===== src/hdl/hvcps_pkg.sv =====
// Package for the high-voltage charge supervisor: shared widths, constants,
// register indexes and the structs passed between its modules.
// No dependencies.
package hvcps_pkg;

   localparam int LEVEL_BITS    = 4;
   localparam int TARGET_BITS   = 10;
   localparam int TABLE_BITS    = 40;
   localparam int GAIN_BITS     = 8;
   localparam int THR_BITS      = 10;
   localparam int WORD_BITS     = 16;
   localparam int PROD_BITS     = WORD_BITS + GAIN_BITS;
   localparam int CMP_BITS      = 18;
   localparam int RUN_BITS      = 3;
   localparam int TICK_BITS     = 8;
   localparam int CSR_IDX_BITS  = 3;
   localparam int CSR_DATA_BITS = 40;
   localparam int SLOT_BITS     = 2;

   localparam int WINDOW_HALF   = 3;
   localparam int OVER_MARGIN   = 50;
   localparam int TIMEOUT_TICKS = 200;
   localparam int RUN_FOR_FULL  = 4;
   localparam int KP_RESET      = 14;
   localparam int KD_RESET      = 4;
   localparam int LEVEL_FIRST   = 1;
   localparam int LEVEL_LAST    = 8;

   typedef enum logic [CSR_IDX_BITS-1:0] {
      REG_TARGETS_LOW     = 3'd0,
      REG_TARGETS_HIGH    = 3'd1,
      REG_KP_GAIN         = 3'd2,
      REG_KD_GAIN         = 3'd3,
      REG_START_THRESHOLD = 3'd4
   } csr_index_type;

   typedef struct packed {
      logic [TABLE_BITS-1:0] targets_low;
      logic [TABLE_BITS-1:0] targets_high;
      logic [GAIN_BITS-1:0]  kp_gain;
      logic [GAIN_BITS-1:0]  kd_gain;
      logic [THR_BITS-1:0]   start_threshold;
   } cfg_type;

   typedef struct packed {
      logic                 in_window;
      logic                 over;
      logic                 below_start;
      logic [WORD_BITS-1:0] err;
      logic [WORD_BITS-1:0] kp_err;
      logic [WORD_BITS-1:0] kd_err;
   } stage_type;

endpackage


===== src/hdl/hvcps_if.sv =====
// Valid/ready channel interfaces for the charge supervisor's request and
// response items. Depends on hvcps_pkg.
interface hvcps_req_if #(
   parameter int SAMPLE_BITS = 10
);
   import hvcps_pkg::*;

   logic                   valid;
   logic                   ready;
   logic [LEVEL_BITS-1:0]  level_select;
   logic [SAMPLE_BITS-1:0] sample;

   modport source (output valid, level_select, sample, input ready);
   modport sink   (input valid, level_select, sample, output ready);
endinterface

interface hvcps_rsp_if;
   import hvcps_pkg::*;

   logic                 valid;
   logic                 ready;
   logic                 drive_on;
   logic                 reload_valid;
   logic [WORD_BITS-1:0] reload_value;
   logic                 full_charge;
   logic                 over_voltage;
   logic                 timed_out;

   modport source (output valid, drive_on, reload_valid, reload_value, full_charge,
                   over_voltage, timed_out, input ready);
   modport sink   (input valid, drive_on, reload_valid, reload_value, full_charge,
                   over_voltage, timed_out, output ready);
endinterface


===== src/hdl/hvcps_csr.sv =====
// Configuration registers of the charge supervisor, written through a plain
// write port. Depends on hvcps_pkg.
module hvcps_csr (
   input  logic                                 clock,
   input  logic                                 reset,
   input  logic                                 csr_wr_en,
   input  hvcps_pkg::csr_index_type             csr_index,
   input  logic [hvcps_pkg::CSR_DATA_BITS-1:0]  csr_wdata,
   output hvcps_pkg::cfg_type                   cfg
);
   import hvcps_pkg::*;

   cfg_type cfg_ff;
   cfg_type cfg_in;

   always_comb begin
      cfg_in = cfg_ff;
      if (csr_wr_en) begin
         unique case (csr_index)
            REG_TARGETS_LOW:     cfg_in.targets_low     = csr_wdata[TABLE_BITS-1:0];
            REG_TARGETS_HIGH:    cfg_in.targets_high    = csr_wdata[TABLE_BITS-1:0];
            REG_KP_GAIN:         cfg_in.kp_gain         = csr_wdata[GAIN_BITS-1:0];
            REG_KD_GAIN:         cfg_in.kd_gain         = csr_wdata[GAIN_BITS-1:0];
            REG_START_THRESHOLD: cfg_in.start_threshold = csr_wdata[THR_BITS-1:0];
            default:             cfg_in = cfg_ff;
         endcase
      end
   end

   always_ff @(posedge clock) begin
      if (reset) begin
         cfg_ff.targets_low     <= '0;
         cfg_ff.targets_high    <= '0;
         cfg_ff.kp_gain         <= GAIN_BITS'(KP_RESET);
         cfg_ff.kd_gain         <= GAIN_BITS'(KD_RESET);
         cfg_ff.start_threshold <= '0;
      end else begin
         cfg_ff <= cfg_in;
      end
   end

   assign cfg = cfg_ff;

endmodule


===== src/hdl/hvcps_front.sv =====
// First stage: target lookup, window compares and the two gain products that
// do not depend on controller state. Depends on hvcps_pkg and hvcps_if.
module hvcps_front #(
   parameter int SAMPLE_BITS = 10
) (
   input  logic                  clock,
   input  logic                  reset,
   input  hvcps_pkg::cfg_type    cfg,
   hvcps_req_if.sink             req,
   input  logic                  take,
   output logic                  stage_vld,
   output hvcps_pkg::stage_type  stage
);
   import hvcps_pkg::*;

   localparam logic signed [CMP_BITS-1:0] WIN_S  = CMP_BITS'(WINDOW_HALF);
   localparam logic signed [CMP_BITS-1:0] OVER_S = CMP_BITS'(OVER_MARGIN);

   logic                         vld_ff;
   logic                         vld_in;
   stage_type                    stage_ff;
   stage_type                    stage_in;
   logic                         load;
   logic                         level_ok;
   logic [SLOT_BITS-1:0]         slot;
   logic [TABLE_BITS-1:0]        table_sel;
   logic [TARGET_BITS-1:0]       target;
   logic signed [CMP_BITS-1:0]   smp_s;
   logic signed [CMP_BITS-1:0]   tgt_s;
   logic [CMP_BITS-1:0]          smp_u;
   logic [CMP_BITS-1:0]          thr_u;
   logic [WORD_BITS-1:0]         err;
   logic [PROD_BITS-1:0]         kp_prod;
   logic [PROD_BITS-1:0]         kd_prod;

   assign req.ready = !vld_ff || take;
   assign load      = req.valid && req.ready;

   always_comb begin
      level_ok  = (req.level_select >= LEVEL_BITS'(LEVEL_FIRST))
               && (req.level_select <= LEVEL_BITS'(LEVEL_LAST));
      slot      = SLOT_BITS'(req.level_select - LEVEL_BITS'(LEVEL_FIRST));
      table_sel = (req.level_select > LEVEL_BITS'(RUN_FOR_FULL)) ? cfg.targets_high
                                                                 : cfg.targets_low;
      target    = level_ok ? table_sel[slot*TARGET_BITS +: TARGET_BITS] : '0;

      smp_s = signed'(CMP_BITS'(req.sample));
      tgt_s = signed'(CMP_BITS'(target));
      smp_u = CMP_BITS'(req.sample);
      thr_u = CMP_BITS'(cfg.start_threshold);

      err     = WORD_BITS'(target) - WORD_BITS'(req.sample);
      kp_prod = PROD_BITS'(cfg.kp_gain) * PROD_BITS'(err);
      kd_prod = PROD_BITS'(cfg.kd_gain) * PROD_BITS'(err);

      stage_in.in_window   = (smp_s <= tgt_s + WIN_S) && (smp_s >= tgt_s - WIN_S);
      stage_in.over        = smp_s >= tgt_s + OVER_S;
      stage_in.below_start = smp_u <= thr_u;
      stage_in.err         = err;
      stage_in.kp_err      = kp_prod[WORD_BITS-1:0];
      stage_in.kd_err      = kd_prod[WORD_BITS-1:0];

      vld_in = load ? 1'b1 : (take ? 1'b0 : vld_ff);
   end

   always_ff @(posedge clock) begin
      if (reset) begin
         vld_ff <= 1'b0;
      end else begin
         vld_ff <= vld_in;
      end
      if (load) begin
         stage_ff <= stage_in;
      end
   end

   assign stage_vld = vld_ff;
   assign stage     = stage_ff;

endmodule


===== src/hdl/hvcps_core.sv =====
// Second stage: window supervision state, the derivative term, drive decision
// and the response register. Depends on hvcps_pkg and hvcps_if.
module hvcps_core (
   input  logic                          clock,
   input  logic                          reset,
   input  logic [hvcps_pkg::GAIN_BITS-1:0] kd_gain,
   input  logic                          stage_vld,
   input  hvcps_pkg::stage_type          stage,
   output logic                          take,
   hvcps_rsp_if.source                   rsp
);
   import hvcps_pkg::*;

   logic [RUN_BITS-1:0]  run_ff,  run_in;
   logic [TICK_BITS-1:0] ticks_ff, ticks_in;
   logic                 full_ff, full_in;
   logic                 over_ff, over_in;
   logic                 tmo_ff,  tmo_in;
   logic [WORD_BITS-1:0] prev_ff, prev_in;
   logic                 rsp_vld_ff, rsp_vld_in;
   logic                 drive_ff, drive_in;
   logic                 rvalid_ff, rvalid_in;
   logic [WORD_BITS-1:0] rvalue_ff, rvalue_in;
   logic                 done;
   logic [PROD_BITS-1:0] kd_prev;
   logic [WORD_BITS-1:0] pd_out;

   assign take = stage_vld && (!rsp_vld_ff || rsp.ready);

   always_comb begin
      run_in    = run_ff;
      ticks_in  = ticks_ff;
      full_in   = full_ff;
      over_in   = over_ff;
      tmo_in    = tmo_ff;
      prev_in   = prev_ff;
      drive_in  = 1'b0;
      rvalid_in = 1'b0;
      rvalue_in = '0;
      done      = 1'b0;
      kd_prev   = PROD_BITS'(kd_gain) * PROD_BITS'(prev_ff);
      pd_out    = stage.kp_err + stage.kd_err - kd_prev[WORD_BITS-1:0];

      if (stage.in_window) begin
         run_in   = run_ff + RUN_BITS'(1);
         ticks_in = '0;
         over_in  = 1'b0;
         if (run_in == RUN_BITS'(RUN_FOR_FULL)) begin
            full_in = 1'b1;
            run_in  = '0;
         end
      end else begin
         run_in  = '0;
         full_in = 1'b0;
         if (stage.over) begin
            over_in = 1'b1;
            done    = 1'b1;
         end else begin
            ticks_in = ticks_ff + TICK_BITS'(1);
            if (ticks_in == TICK_BITS'(TIMEOUT_TICKS)) begin
               tmo_in = 1'b1;
               done   = 1'b1;
            end
         end
      end

      if (!done) begin
         if (stage.below_start) begin
            drive_in = 1'b1;
         end else begin
            prev_in = stage.err;
            if (!pd_out[WORD_BITS-1] && (pd_out != '0)) begin
               drive_in  = 1'b1;
               rvalid_in = 1'b1;
               rvalue_in = pd_out;
            end
         end
      end

      rsp_vld_in = take ? 1'b1 : (rsp.ready ? 1'b0 : rsp_vld_ff);
   end

   always_ff @(posedge clock) begin
      if (reset) begin
         run_ff     <= '0;
         ticks_ff   <= '0;
         full_ff    <= 1'b0;
         over_ff    <= 1'b0;
         tmo_ff     <= 1'b0;
         prev_ff    <= '0;
         rsp_vld_ff <= 1'b0;
      end else begin
         rsp_vld_ff <= rsp_vld_in;
         if (take) begin
            run_ff   <= run_in;
            ticks_ff <= ticks_in;
            full_ff  <= full_in;
            over_ff  <= over_in;
            tmo_ff   <= tmo_in;
            prev_ff  <= prev_in;
         end
      end
      if (take) begin
         drive_ff  <= drive_in;
         rvalid_ff <= rvalid_in;
         rvalue_ff <= rvalue_in;
      end
   end

   assign rsp.valid        = rsp_vld_ff;
   assign rsp.drive_on     = drive_ff;
   assign rsp.reload_valid = rvalid_ff;
   assign rsp.reload_value = rvalue_ff;
   assign rsp.full_charge  = full_ff;
   assign rsp.over_voltage = over_ff;
   assign rsp.timed_out    = tmo_ff;

endmodule


===== src/hdl/hv_charge_pd_supervisor.sv =====
// A request item is registered first in the front stage register, then in the response register.
// Throughput: one item per cycle; the request side stalls only while the
// response register is full and not taken.
// Reset (synchronous, active high) clears the window counters, the flags and
// the stored error, and returns the gains and thresholds to their defaults.
// Top level of the charge supervisor. Depends on hvcps_pkg, hvcps_if,
// hvcps_csr, hvcps_front and hvcps_core.
module hv_charge_pd_supervisor #(
   parameter int SAMPLE_BITS = 10
) (
   input  logic                                clock,
   input  logic                                reset,
   hvcps_req_if.sink                           req,
   hvcps_rsp_if.source                         rsp,
   input  logic                                csr_wr_en,
   input  hvcps_pkg::csr_index_type            csr_index,
   input  logic [hvcps_pkg::CSR_DATA_BITS-1:0] csr_wdata
);
   import hvcps_pkg::*;

   cfg_type   cfg;
   stage_type stage;
   logic      stage_vld;
   logic      take;

   hvcps_csr u_csr (
      .clock     (clock),
      .reset     (reset),
      .csr_wr_en (csr_wr_en),
      .csr_index (csr_index),
      .csr_wdata (csr_wdata),
      .cfg       (cfg)
   );

   hvcps_front #(
      .SAMPLE_BITS (SAMPLE_BITS)
   ) u_front (
      .clock     (clock),
      .reset     (reset),
      .cfg       (cfg),
      .req       (req),
      .take      (take),
      .stage_vld (stage_vld),
      .stage     (stage)
   );

   hvcps_core u_core (
      .clock     (clock),
      .reset     (reset),
      .kd_gain   (cfg.kd_gain),
      .stage_vld (stage_vld),
      .stage     (stage),
      .take      (take),
      .rsp       (rsp)
   );

endmodule


===== src/flat_wrapper.sv =====
// flat-port wrapper written by rule: the top's interface ports become plain ports
module hv_charge_pd_supervisor_flat import hvcps_pkg::*;
#(
   parameter int SAMPLE_BITS = 10
)
  (clock, reset, csr_wr_en, csr_index, csr_wdata, req_valid, req_level_select, req_sample, req_ready, rsp_valid, rsp_drive_on, rsp_reload_valid, rsp_reload_value, rsp_full_charge, rsp_over_voltage, rsp_timed_out, rsp_ready);
  hvcps_req_if #(.SAMPLE_BITS(SAMPLE_BITS)) req_i ();
  hvcps_rsp_if rsp_i ();
  input  logic clock;
  input  logic reset;
  input  logic csr_wr_en;
  input  hvcps_pkg::csr_index_type csr_index;
  input  logic [hvcps_pkg::CSR_DATA_BITS-1:0] csr_wdata;
  input wire logic [$bits(req_i.valid)-1:0] req_valid;
  input wire logic [$bits(req_i.level_select)-1:0] req_level_select;
  input wire logic [$bits(req_i.sample)-1:0] req_sample;
  output wire logic [$bits(req_i.ready)-1:0] req_ready;
  output wire logic [$bits(rsp_i.valid)-1:0] rsp_valid;
  output wire logic [$bits(rsp_i.drive_on)-1:0] rsp_drive_on;
  output wire logic [$bits(rsp_i.reload_valid)-1:0] rsp_reload_valid;
  output wire logic [$bits(rsp_i.reload_value)-1:0] rsp_reload_value;
  output wire logic [$bits(rsp_i.full_charge)-1:0] rsp_full_charge;
  output wire logic [$bits(rsp_i.over_voltage)-1:0] rsp_over_voltage;
  output wire logic [$bits(rsp_i.timed_out)-1:0] rsp_timed_out;
  input wire logic [$bits(rsp_i.ready)-1:0] rsp_ready;
  assign req_i.valid = req_valid;
  assign req_i.level_select = req_level_select;
  assign req_i.sample = req_sample;
  assign req_ready = req_i.ready;
  assign rsp_valid = rsp_i.valid;
  assign rsp_drive_on = rsp_i.drive_on;
  assign rsp_reload_valid = rsp_i.reload_valid;
  assign rsp_reload_value = rsp_i.reload_value;
  assign rsp_full_charge = rsp_i.full_charge;
  assign rsp_over_voltage = rsp_i.over_voltage;
  assign rsp_timed_out = rsp_i.timed_out;
  assign rsp_i.ready = rsp_ready;
  hv_charge_pd_supervisor #(.SAMPLE_BITS(SAMPLE_BITS)) u_core (.clock(clock), .reset(reset), .req(req_i), .rsp(rsp_i), .csr_wr_en(csr_wr_en), .csr_index(csr_index), .csr_wdata(csr_wdata));
endmodule

===== config.mk =====
export PLATFORM = sky130hd
export DESIGN_NAME = hv_charge_pd_supervisor_flat
export DESIGN_NICKNAME = d
export VERILOG_FILES = /design/src/hdl/hvcps_pkg.sv /design/src/hdl/hvcps_if.sv /design/src/hdl/hvcps_csr.sv /design/src/hdl/hvcps_front.sv /design/src/hdl/hvcps_core.sv /design/src/hdl/hv_charge_pd_supervisor.sv /design/src/flat_wrapper.sv
export SDC_FILE = /design/constraint.sdc
export NUM_CORES = 1
export LEC_CHECK = 0
export ABC_CLOCK_PERIOD_IN_PS = 14200
export BUFFER_PORTS_ARGS = -buffer_cell sky130_fd_sc_hd__clkbuf_2
export CAP_MARGIN = 20
export CORE_MARGIN = 2
export CORE_UTILIZATION = 65
export DETAILED_ROUTE_END_ITERATION = 10
export GPL_TIMING_DRIVEN = 0
export PLACE_DENSITY = 0.89
export SLEW_MARGIN = 20
export SYNTH_ARGS = -nofsm -noshare
export SYNTH_HDL_FRONTEND = slang
export SYNTH_HIERARCHICAL = 1
export SYNTH_SLANG_ARGS = --single-unit
export TNS_END_PERCENT = 30

===== constraint.sdc =====
create_clock -name clock -period 14.2 [get_ports clock]
set_clock_uncertainty 0.15 [all_clocks]
set_input_delay 0.71 -clock clock [delete_from_list [all_inputs] [get_ports clock]]
set_output_delay 0.71 -clock clock [all_outputs]
set_load 0.01 [all_outputs]

Word-level counts from Yosys, hierarchy flattened
Index checks and enable logic that the tools add are counted.

word-level totals
  bits in registers = 207
  bits of input ports = 62

cells by class
  shifts and indexed selects = 1
  order comparisons = 7
  bitwise logic cells = 5
  reduce and logical (&&, ||, !) cells = 27
  eq/ne operators = 8
  multiplexer cells = 19
  add/sub/neg operators = 9
  multipliers = 4

operator list
  cell                                                number
  multiplier 8 x 16 -> 16 bit                         3
  2-to-1 mux 40 bit                                   1
  variable part select 40 x 7 -> 10 bit               1
  adder 16 bit                                        1
  2-to-1 mux 8 bit                                    2
  AND reduction 2 bit                                 8
  nonzero test 16 bit                                 1
  subtractor 16 bit                                   1
  2-to-1 mux 1 bit                                    13
  adder 10 x 2 -> 11 bit, second input constant       1
  adder 10 x 6 -> 11 bit, second input constant       1
  greater-or-equal comparator 10 x 11 -> 1 bit        1
  greater-or-equal comparator 11 bit                  1
  less-or-equal comparator 10 x 11 -> 1 bit           1
  subtractor 10 x 10 -> 11 bit                        1
  subtractor 10 x 2 -> 11 bit, second input constant  1
  less-or-equal comparator 10 bit                     1
  2-to-1 mux 10 bit                                   1
  adder 8 x 1 -> 8 bit, second input constant         1
  == test 8 bit, second input constant                1
  == test 3 x 2 -> 1 bit, second input constant       2
  == test 3 bit, second input constant                2
  2-to-1 mux 3 bit                                    2
  nonzero test 2 bit                                  3
  18 further kinds                                    29

Longest topological paths before layout
Gate-level depths: netlist of the first run.

  depth after elaboration = 7
  mapped depth = 35
  gate-level depth less buffers = 30

Cells and area by module
The synthesis of the first run kept the hierarchy.

by module, submodules not included
  module       cells an instance  area each (µm²)  instances  sequential area each (µm²)
  hvcps_front  998                9484.1           1          1401.3
  hvcps_core   634                5759.3           1          1161.1
  hvcps_csr    397                4315.4           1          2122.0

Worst setup path after synthesis of the first run
Ideal clock, no wire load.

  kind = input-to-reg
  from = input port req_level_select[0]
  to = register u_core.u_front.stage_ff (netlist bit u_core/u_front/stage[15]), data pin
  arrival = 7.581 ns
  path buffers = 5
  stages on the path = 34
  setup time = 0.258 ns
  slack = 6.212 ns
  cell sequence = buf_6 > inv_4 > buf_8 > ha_1 > inv_2 > a21oi_1 > buf_4 > buf_4 > mux4_2 > a22oi_4 > inv_1 > ha_1 > and2_1 > o21ai_0 > nand2_1 > nor2_1 > xnor2_1 > clkbuf_1 > nand2_1 > fa_1 > fa_1 > inv_1 > fa_1 > inv_1 > fa_1 > inv_1 > ha_1 > o21a_1 > o31a_1 > o211ai_1 > a21oi_1 > o31ai_1 > xnor2_1 > xnor2_1

on the way
  longest elaborated chain between the ends = 6

ends and longest elaborated chain
  element                                                                   line                                  RTL
  start, declared                                                           flat_wrapper.sv:15                    input wire logic [$bits(req_i.level_select)-1:0] req_level_select;
  subtractor 2 x 1 -> 2 bit or > comparator 4 x 3 -> 1 bit (tied branches)  hvcps_front.sv:42, hvcps_front.sv:43
  multiplier 2 x 3 -> 5 bit or 2-to-1 mux 40 bit (tied branches)            hvcps_front.sv:45, hvcps_front.sv:43
  variable part select 40 x 7 -> 10 bit                                     hvcps_front.sv:45                     target = level_ok ? table_sel[slot*TARGET_BITS +: TARGET_BITS] : '0;
  2-to-1 mux 10 bit (*)                                                     hvcps_front.sv:45
  subtractor 10 x 10 -> 11 bit (*)                                          hvcps_front.sv:52                     err = WORD_BITS'(target) - WORD_BITS'(req.sample);
  named net u_core.u_front.err[5]                                           hvcps_front.sv:32                     logic [WORD_BITS-1:0] err;
  multiplier 8 x 16 -> 16 bit (*)                                           hvcps_front.sv:54                     kd_prod = PROD_BITS'(cfg.kd_gain) * PROD_BITS'(err);
  named net u_core.u_front.kd_prod[15]                                      hvcps_front.sv:34                     logic [PROD_BITS-1:0] kd_prod;
  end signal, assigned                                                      hvcps_front.sv:73                     stage_ff <= stage_in;
  end, declared                                                             hvcps_front.sv:21                     stage_type stage_ff;

Mark *: on every way through the listed nets, which the timed path passes. The rest lies on a longest branch.
A chain may end at the register's enable or synchronous reset.

Worst setup path after layout of the first run
  from = input port req_level_select[0]
  to = register u_core.u_front.stage_ff (netlist bit u_core/u_front/stage[31]), data pin

on the way
  longest elaborated chain between the ends = 6

ends and longest elaborated chain
  element                                                                   line                                  RTL
  subtractor 2 x 1 -> 2 bit or > comparator 4 x 3 -> 1 bit (tied branches)  hvcps_front.sv:42, hvcps_front.sv:43
  multiplier 2 x 3 -> 5 bit or 2-to-1 mux 40 bit (tied branches)            hvcps_front.sv:45, hvcps_front.sv:43
  variable part select 40 x 7 -> 10 bit                                     hvcps_front.sv:45
  2-to-1 mux 10 bit (*)                                                     hvcps_front.sv:45
  subtractor 10 x 10 -> 11 bit (*)                                          hvcps_front.sv:52
  named net u_core.u_front.err[4]                                           hvcps_front.sv:32
  multiplier 8 x 16 -> 16 bit (*)                                           hvcps_front.sv:53                     kp_prod = PROD_BITS'(cfg.kp_gain) * PROD_BITS'(err);
  named net u_core.u_front.kp_prod[15]                                      hvcps_front.sv:33                     logic [PROD_BITS-1:0] kp_prod;

Marks and branches as above.

==> flow_summary.ini, run 1 <==
[power]
peakVddDrop_v = 0.0000931
powerDensity_mw_per_mm2 = 120
leakage_uw = 0.00966

[sta]
setup_tns_ns = 0
grt_setup_unrepaired = false
finalCritPeriodShare = 0.687
setup_viol = 0
tightest_slew_ns = 1.15
hold_viol_final = 0
hold-worst-slack_ns = 0.277
fin_crit_ns = 9.75
slew_headroom = 0.228
fmax_ghz = 0.103
slew_viol_final = 0
fin_ws_ns = 4.45

[clock_tree]
clkLatencyLatePin_ns = 0.51
cts-root-buf = clkbuf_16
post_cts_resized = 0
clockBufferDepth = 3
htree_levels = 1
cts_tree = done
postCtsSetupRepairBufs = 0
cts_hold_buffers = 0
clock-sinks = 202
cts_buffers = 22
clkTransAtPathRegs_ns = 0.06

[setup_path]
reg2regPathDepth = 25
worst-path-buf-inv = 11
cp-start-kind = input port
cp.required_ns = 14.31
cp_top_family = adder cells
critPathSlowestCell = a21boi_1
slowest_delay_ns = 0.73
critPathMaxFanout = 11
cp_data_arrival_time_ns = 9.86
crit_top_cell = fa_1
reg2reg_from = u_core/u_csr/cfg[66]
reg2reg_slack_ns = 5.96
path_class = in -> reg
crit_path_end_kind = register
timing.rr.end = u_core/u_front/stage[31]

[yosys]
syn_area_per_cell_um2 = 9.64
synth_warnings = 6
ys_ff_latch = 202
synth_area_leader_cell = fa_1
synth_area_leaders = fa_1, dfxtp_1, edfxtp_1
yosysSeqAreaShare = 0.240
synth_edf_count = 64
synthCells = 2029
syn_nets = 2435
synth_async_sr_flop_share = 0
synth_top_area_share = 0.213
syn-cell-area_mm2 = 0.0196
ys.flop_type = dfxtp_1
ys_types = 80

[route]
drtAntennaViolNets = 0
drt-total-wl_um = 47600
drt_pass1_iterations = 7
wire_per_inst_um = 18.7
vias = 14761
avgViaCountPerCell = 5.80
initialDrtViolationCount = 1041
drc = 0

[cells_and_area]
final_cells = 2543
fin_area_mm2 = 0.0212
final_common_cell = inv_1
antennaDiodeCount = 0
drive_gt1_frac = 0.0859
syn2layout_area_growth_pct = 8.28
final_cell_mix = inv_1, fa_1, and2_1
nNetsFinal = 2544

[global_routing]
antenna_found_initial = 0
track_usage = 0.310
grt_pass1_vias = 15562
grt_first_pass_wirelength_um = 77300
grt_max_degree = 37
gr-total-overflow = 0

[floorplanning]
die_area_mm2 = 0.0315
num_rows = 63
ioPinCount = 85
dieWidth_um = 177
dieHeight_um = 177
start_util = 0.660
core_area_mm2 = 0.0296

[placement]
placed_cells = 2504
hpwlAfterDp_um = 37200
port-buffer-count = 84
gp_congestion = 0.931
pre_cts_ws_ns = 4.17
placed_area_mm2 = 0.0205

[outcome]
status = completed

[worst_hold_path]
hold_start = req_valid
min_path_type = in -> reg
min_to = u_core/u_front/stage_vld
whs_path_depth = 3

[flow_run]
maxCapViolCount = 0
-- worst min-delay path, stage by stage --
cell and delay (ns):
clkbuf_2 0.09, inv_1 0.04, a21oi_1 0.05
-- stage by stage --
step            util  power (uW)
6_report       0.715        2550
5_1_grt        0.715        2710
4_1_cts        0.715        2540
3_5_place_dp   0.691        1980
3_3_place_gp   0.691        1920
2_1_floorplan      -        1660
-- synthesized netlist by cell type, types with 3 or more instances --
master,count
a211oi_1,6
a21o_1,14
a21oi_1,56
a31oi_1,6
and2_1,158
and2b_1,4
and3_1,7
buf_2,11
buf_4,11
clkbuf_1,60
dfxtp_1,138
edfxtp_1,64
fa_1,208
ha_1,136
inv_1,314
inv_2,3
mux2i_1,130
mux4_1,3
mux4_2,17
nand2_1,133
nand2b_1,152
nand3_1,19
nand4_1,9
nand4bb_1,3
nor2_1,88
nor2b_1,29
nor3_1,19
nor4_1,5
o211ai_1,5
o21a_1,13
o21ai_0,33
o21bai_1,6
o31a_1,3
o31ai_1,6
or3_1,7
xnor2_1,74
xor2_1,24
-- sequential cells by signal, indices dropped and copies added (netlist names) --
| name | cells |
|---|---|
| u_core/u_core/rsp.drive_on | 1 |
| u_core/u_core/rsp.full_charge | 1 |
| u_core/u_core/rsp.over_voltage | 1 |
| u_core/u_front/stage | 46 |
| u_core/u_core/rsp.reload_value | 16 |
| u_core/u_front/stage_vld | 1 |
| u_core/u_core/rsp.reload_valid | 1 |
| u_core/u_core/rsp.valid | 1 |
| u_core/u_csr/cfg | 106 |
| u_core/u_core/rsp.timed_out | 1 |
| u_core/u_core/ticks_ff | 8 |
| u_core/u_core/prev_ff | 16 |
| u_core/u_core/run_ff | 3 |
-- routing by layer --
metal  GRT usage  part of all wire  wire [um]
met1       0.373              0.38      17900
met2       0.544              0.51      24100
met3      0.0413             0.067       3200
met4       0.157             0.051       2430
met5           0                 0          0
-- final cells by class --
cell class              instances  area (um2)
repair buffers                 85         440
multi-input cells            1421       13300
flip-flops and latches        202        4680
well taps                     390         488
plain buffers                  87         408
clock buffers                  26         587
fillers                      1991        8460
inverters                     319        1200
clock inverters                13         103
-- cells by family (layout without fill, tap and decap cells) --
kind of cell               count (synthesis)  in the layout  share of synthesized area
AOI/OAI and AO/OA                        177            177                     0.0601
adders and majority gates                344            344                      0.300
other                                      1              1                   0.000192
xor gates and xnor gates                 101            101                     0.0470
buffers and inverters                    406            530                     0.0822
muxes                                    151            151                     0.0907
DFF                                      202            202                      0.240
and+or+nand+nor                          647            647                      0.180
-- power breakdown --
group          switching (uW)  internal (uW)  total, uW
registers                30.5            697        727
clock network             233            315        548
logic                     746            530       1280
-- how the worst max path moves through the flow --
stage | cells past startpoint | endpoint | slack, ns | start
global placement | 34 | u_core/u_front/stage[31] | 4.38 | req_level_select[0]
CTS | 34 | u_core/u_front/stage[31] | 4.69 | req_level_select[0]
finish | 34 | u_core/u_front/stage[31] | 4.45 | req_level_select[0]
detailed placement | 34 | u_core/u_front/stage[31] | 4.17 | req_level_select[0]
global route | 35 | u_core/u_front/stage[31] | 4.15 | req_level_select[0]
floorplan | 34 | u_core/u_front/stage[15] | 6.21 | req_level_select[0]
Power figures use the tool's default switching activity.
==> run 2: changes to the inputs <==
--- a/config.mk
+++ b/config.mk
@@ -5,14 +5,14 @@
 export SDC_FILE = /design/constraint.sdc
 export NUM_CORES = 1
 export LEC_CHECK = 0
-export ABC_CLOCK_PERIOD_IN_PS = 14200
+export ABC_CLOCK_PERIOD_IN_PS = 9300
 export BUFFER_PORTS_ARGS = -buffer_cell sky130_fd_sc_hd__clkbuf_2
 export CAP_MARGIN = 20
 export CORE_MARGIN = 2
-export CORE_UTILIZATION = 65
+export CORE_UTILIZATION = 64
 export DETAILED_ROUTE_END_ITERATION = 10
 export GPL_TIMING_DRIVEN = 0
-export PLACE_DENSITY = 0.89
+export PLACE_DENSITY = 0.88
 export SLEW_MARGIN = 20
 export SYNTH_ARGS = -nofsm -noshare
 export SYNTH_HDL_FRONTEND = slang
==> constraint.sdc (replaced) <==
create_clock -name clock -period 9.3 [get_ports clock]
set_clock_uncertainty 0.15 [all_clocks]
set_input_delay 0.465 -clock clock [delete_from_list [all_inputs] [get_ports clock]]
set_output_delay 0.465 -clock clock [all_outputs]
set_load 0.01 [all_outputs]
==> run 2 against run 1 <==
  * Die area increased by 1.5%
  * Setup slack got worse by 4.1 ns
  * Combinational power up 50%
  * Global-route usage shrank 0.27 points
  * Via count down 1.3%
  * Hold slack got worse by 0.24 ns
  * First-iteration DRC count decreased by 21%
  * Count of clock-buffer cells in the layout increased by 4
  * Clock power increased by 69%
  * Cell count grew 0.31%
  * Cell area grew 0.73%
  * Critical path type unchanged
  * Largest power group unchanged
  * Highest routed layer unchanged
==> flow_summary.ini, run 2 (synthesized netlist as in run 1, its figures left out) <==
[global_routing]
track_usage = 0.307
grt_pass1_vias = 15595
gr-total-overflow = 0
antenna_found_initial = 0
grt_first_pass_wirelength_um = 77200
grt_max_degree = 37

[worst_hold_path]
min_path_type = in -> reg

[sta]
setup_viol = 0
tightest_slew_ns = 0.893
fin_ws_ns = 0.356
grt_setup_unrepaired = false
slew_viol_final = 0
slew_headroom = 0.405
hold_viol_final = 0
fin_crit_ns = 8.94
setup_tns_ns = 0
finalCritPeriodShare = 0.962
fmax_ghz = 0.112

[clock_tree]
clock-sinks = 202
cts-root-buf = clkbuf_16
clockBufferDepth = 3
clkTransAtPathRegs_ns = 0.06
cts_tree = done
htree_levels = 1
cts_buffers = 23
cts_hold_buffers = 0
clkLatencyLatePin_ns = 0.51

[floorplanning]
core_area_mm2 = 0.0303
dieWidth_um = 179
dieHeight_um = 179
ioPinCount = 85
num_rows = 64
start_util = 0.644
die_area_mm2 = 0.0320

[setup_path]
timing.rr.end = u_core/u_front/stage[14]
cp.required_ns = 9.38
cp-start-kind = input port
reg2reg_from = u_core/u_csr/cfg[76]
critPathSlowestCell = fa_1
reg2reg_slack_ns = 1.52
path_class = in -> reg
crit_top_cell = fa_1
reg2regPathDepth = 26
crit_end = u_core/u_front/stage[14]
critPathMaxFanout = 11
slowest_delay_ns = 0.57
crit_start = req_level_select[0]
cp_data_arrival_time_ns = 9.02
crit_path_end_kind = register

[route]
drtAntennaViolNets = 0
avgViaCountPerCell = 5.71
drc = 0
initialDrtViolationCount = 822
wire_per_inst_um = 18.6
drt_pass1_iterations = 5
drt-total-wl_um = 47500
vias = 14568

[placement]
port-buffer-count = 84
pre_cts_ws_ns = -0.456
gp_congestion = 0.941
placed_area_mm2 = 0.0205
hpwlAfterDp_um = 36700

[power]
powerDensity_mw_per_mm2 = 186
leakage_uw = 0.00974
p_total_uw = 3960
peakVddDrop_v = 0.000147

[cells_and_area]
post-route-util = 0.703
largest_reg_flops = 106
final_cell_mix = inv_1, fa_1, and2_1
nNetsFinal = 2546
syn2layout_area_growth_pct = 9.08
final_common_cell = inv_1
fillers = 2156
fin_area_mm2 = 0.0213
drive_gt1_frac = 0.0914
antennaDiodeCount = 0

[flow_run]
maxCapViolCount = 0

[outcome]
status = completed
-- run 2: cell count changes in the layout (fill, tap and decap cells not counted), sizes merged --
cell / change
dlymetal6s2s: +1
inv: +1
clkinv: -6
bufinv: +2
clkbuf: +4
-- run 2: timing repair --
item                       CTS  global route
setup endpoints to repair    0             8
setup buffers                0             0
gates resized for setup      0            15
-- run 2: worst min path at each step --
| stage | from | depth (start not counted) | end |
|---|---|---|---|
| after floorplan | u_core/u_front/stage_vld | 2 | u_core/u_core/rsp.valid |
| after global placement | u_core/u_front/stage_vld | 2 | u_core/u_core/rsp.valid |
| after detailed placement | u_core/u_csr/cfg[62] | 2 | u_core/u_csr/cfg[62] |
| after CTS | req_valid | 3 | u_core/u_front/stage_vld |
| after global routing | req_valid | 3 | u_core/u_front/stage_vld |
| final | req_valid | 3 | u_core/u_front/stage_vld |
-- run 2: layout make-up --
cell class	instances	area [um2]	share of cell area
repair buffers	86	453	0.0212
flip-flops and latches	202	4680	0.220
clock inverters	10	140	0.00657
clock buffers	30	642	0.0301
multi-input cells	1421	13300	0.624
plain buffers	87	413	0.0194
well taps	396	495	0.0232
inverters	319	1200	0.0562
-- run 2: report_power, final --
group	internal, uW	total, uW	switching, uW
Clock	570	925	355
Combinational	807	1920	1120
Sequential	1060	1110	44.4
-- run 2: through the flow --
stage / hold slack, ns / instances
after floorplan: 0.289 / 2029
after global placement: 0.298 / 2509
after detailed placement: 0.312 / 2510
after CTS: 0.0220 / 2550
after global routing: 0.0386 / 2551
final: 0.0334 / 2551
-- run 2: metal layers --
layer,wire length [um],global-route usage,vias up
met5,0,0,-
met4,2490,0.156,0
met3,2890,0.0409,176
met2,23800,0.545,574
met1,18300,0.365,7106
li1,-,-,6712
-- run 2: worst max-delay path, delay by kind of cell --
kind                     cells  cell delay, ns
AO/OA/AOI/OAI                7            1.91
XOR/XNOR                     2            0.46
adder cells (fa/ha/maj)      8            2.98
AND/OR/NAND/NOR              4            0.50
buffers and inverters       12            1.87
multiplexers                 2            0.81
==> run 3: changes to the inputs <==
--- a/config.mk
+++ b/config.mk
@@ -12,8 +12,9 @@
 export CORE_UTILIZATION = 64
 export DETAILED_ROUTE_END_ITERATION = 10
 export GPL_TIMING_DRIVEN = 0
-export PLACE_DENSITY = 0.88
-export SLEW_MARGIN = 20
+export PLACE_DENSITY = 0.86
+export RECOVER_POWER = 50
+export SLEW_MARGIN = 10
 export SYNTH_ARGS = -nofsm -noshare
 export SYNTH_HDL_FRONTEND = slang
 export SYNTH_HIERARCHICAL = 1
==> run 3 against run 2 <==
  * Global-route usage grew 0.18 points
  * Sequential cell count is the same
  * Core utilization grew 0.28 points
  * Routed wire length grew 0.76%
  * Sequential power is essentially flat
  * Setup slack gained 0.0067 ns
  * Non-clock buffer count is the same
  * Fmax is essentially flat
  * Clock power grew 12%
  * Count of clock-buffer cells in the layout is the same
  * Critical path type unchanged
==> flow_summary.ini, run 3 (synthesized netlist as in run 1, its figures left out) <==
[clock_tree]
htree_levels = 1
postCtsSetupRepairBufs = 0
cts_hold_buffers = 0
clkTransAtPathRegs_ns = 0.06
cts-root-buf = clkbuf_16
clock-sinks = 202
cts_buffers = 24
clkLatencyLatePin_ns = 0.51
clockBufferDepth = 3
cts_tree = done

[cells_and_area]
drive_gt1_frac = 0.0820
fillers = 2113
nNetsFinal = 2547
final_cell_mix = inv_1, fa_1, and2_1
final_common_cell = inv_1
antennaDiodeCount = 0
largest_reg_flops = 106
syn2layout_area_growth_pct = 9.51

[placement]
port-buffer-count = 84
hpwlAfterDp_um = 36800
gp_congestion = 0.928

[setup_path]
crit_path_end_kind = register
path_class = in -> reg
reg2regPathDepth = 26
slowest_delay_ns = 0.56
timing.rr.end = u_core/u_front/stage[14]
reg2reg_slack_ns = 1.64
reg2reg_from = u_core/u_csr/cfg[76]
crit_end = u_core/u_front/stage[14]
cp.required_ns = 9.40
cp_data_arrival_time_ns = 9.03
critPathMaxFanout = 11
crit_top_cell = fa_1
crit_start = req_level_select[0]
critPathSlowestCell = fa_1
cp-start-kind = input port

[global_routing]
grt_first_pass_wirelength_um = 77600
antenna_found_initial = 0
gr-total-overflow = 0
grt_max_degree = 38
grt_pass1_vias = 15595
track_usage = 0.309

[sta]
finalCritPeriodShare = 0.961
fmax_ghz = 0.112
grt_setup_unrepaired = false
setup_tns_ns = 0
tightest_slew_ns = 0.858
slew_headroom = 0.424
hold_viol_final = 0
fin_crit_ns = 8.94
setup_viol = 0
slew_viol_final = 0

[power]
powerDensity_mw_per_mm2 = 191
leakage_uw = 0.00971
p_total_uw = 4080
peakVddDrop_v = 0.000150

[floorplanning]
die_area_mm2 = 0.0320
dieHeight_um = 179
ioPinCount = 85
dieWidth_um = 179
start_util = 0.644
num_rows = 64
core_area_mm2 = 0.0303

[route]
drt-total-wl_um = 47800
wire_per_inst_um = 18.7
drt_pass1_iterations = 5
vias = 14720
avgViaCountPerCell = 5.76
initialDrtViolationCount = 1048
drc = 0
drtAntennaViolNets = 0

[worst_hold_path]
hold_start = req_valid
min_path_type = in -> reg

[flow_run]
maxCapViolCount = 0

[outcome]
status = completed
## run 3: cell count changes in the layout (fill, tap and decap cells not counted), sizes merged
cell / change
bufinv: +2
inv: +2
## run 3: power by group
group	internal (uW)	switching [uW]
Clock	659	379
Sequential	1060	44.8
Combinational	804	1130
Total	2530	1560
## run 3: critical path, delay by kind of cell
family / cells / cell delay (ns)
simple gates: 4 / 0.53
mux: 2 / 0.72
buf+inv: 12 / 1.94
fa+ha+maj: 8 / 3.00
compound gates: 7 / 1.96
xor+xnor: 2 / 0.41
## run 3: through the flow
| step | std cells | util | setup WS (ns) | instance area, um2 | hold WS, ns |
|---|---|---|---|---|---|
| 2_1_floorplan | 2029 | - | 1.56 | 19600 | 0.289 |
| 3_3_place_gp | 2509 | 0.675 | -0.251 | 20500 | 0.298 |
| 3_5_place_dp | 2510 | 0.675 | -0.439 | 20500 | 0.313 |
| 4_1_cts | 2554 | 0.705 | 0.0795 | 21400 | 0.0152 |
| 5_1_grt | 2555 | 0.706 | 0.0554 | 21400 | 0.0249 |
| 6_report | 2555 | 0.706 | 0.363 | 21400 | 0.0288 |
## run 3: repair_timing
item,CTS,global route
setup endpoints to repair,0,8
resized for setup,0,12
endpoints found under the hold margin,0,0
## run 3: layout make-up
cell class	count	area, um2	area share
Clock inverter	14	220	0.0103
Sequential cell	202	4680	0.219
Tap cell	396	495	0.0231
Buffer	87	410	0.0192
Timing Repair Buffer	86	424	0.0198
Multi-Input combinational cell	1421	13300	0.621
Inverter	319	1200	0.0560
Clock buffer	30	674	0.0315
## run 3: worst min path at each step
stage	to	slack, ns	depth (start not counted)
2_1_floorplan	u_core/u_core/rsp.valid	0.29	2
3_3_place_gp	u_core/u_core/rsp.valid	0.30	2
3_5_place_dp	u_core/u_csr/cfg[74]	0.31	2
4_1_cts	u_core/u_front/stage_vld	0.02	3
5_1_grt	u_core/u_front/stage_vld	0.02	3
6_report	u_core/u_front/stage_vld	0.03	3
## run 3: per-layer routing
layer  track usage  up-vias  share of wire  routed length [um]
li1              -     6714              -                   -
met1         0.371     7226           0.39               18600
met2         0.558      621           0.51               24300
met3        0.0390      159          0.061                2910
met4         0.130        0          0.043                2070
met5             0        -              0                   0
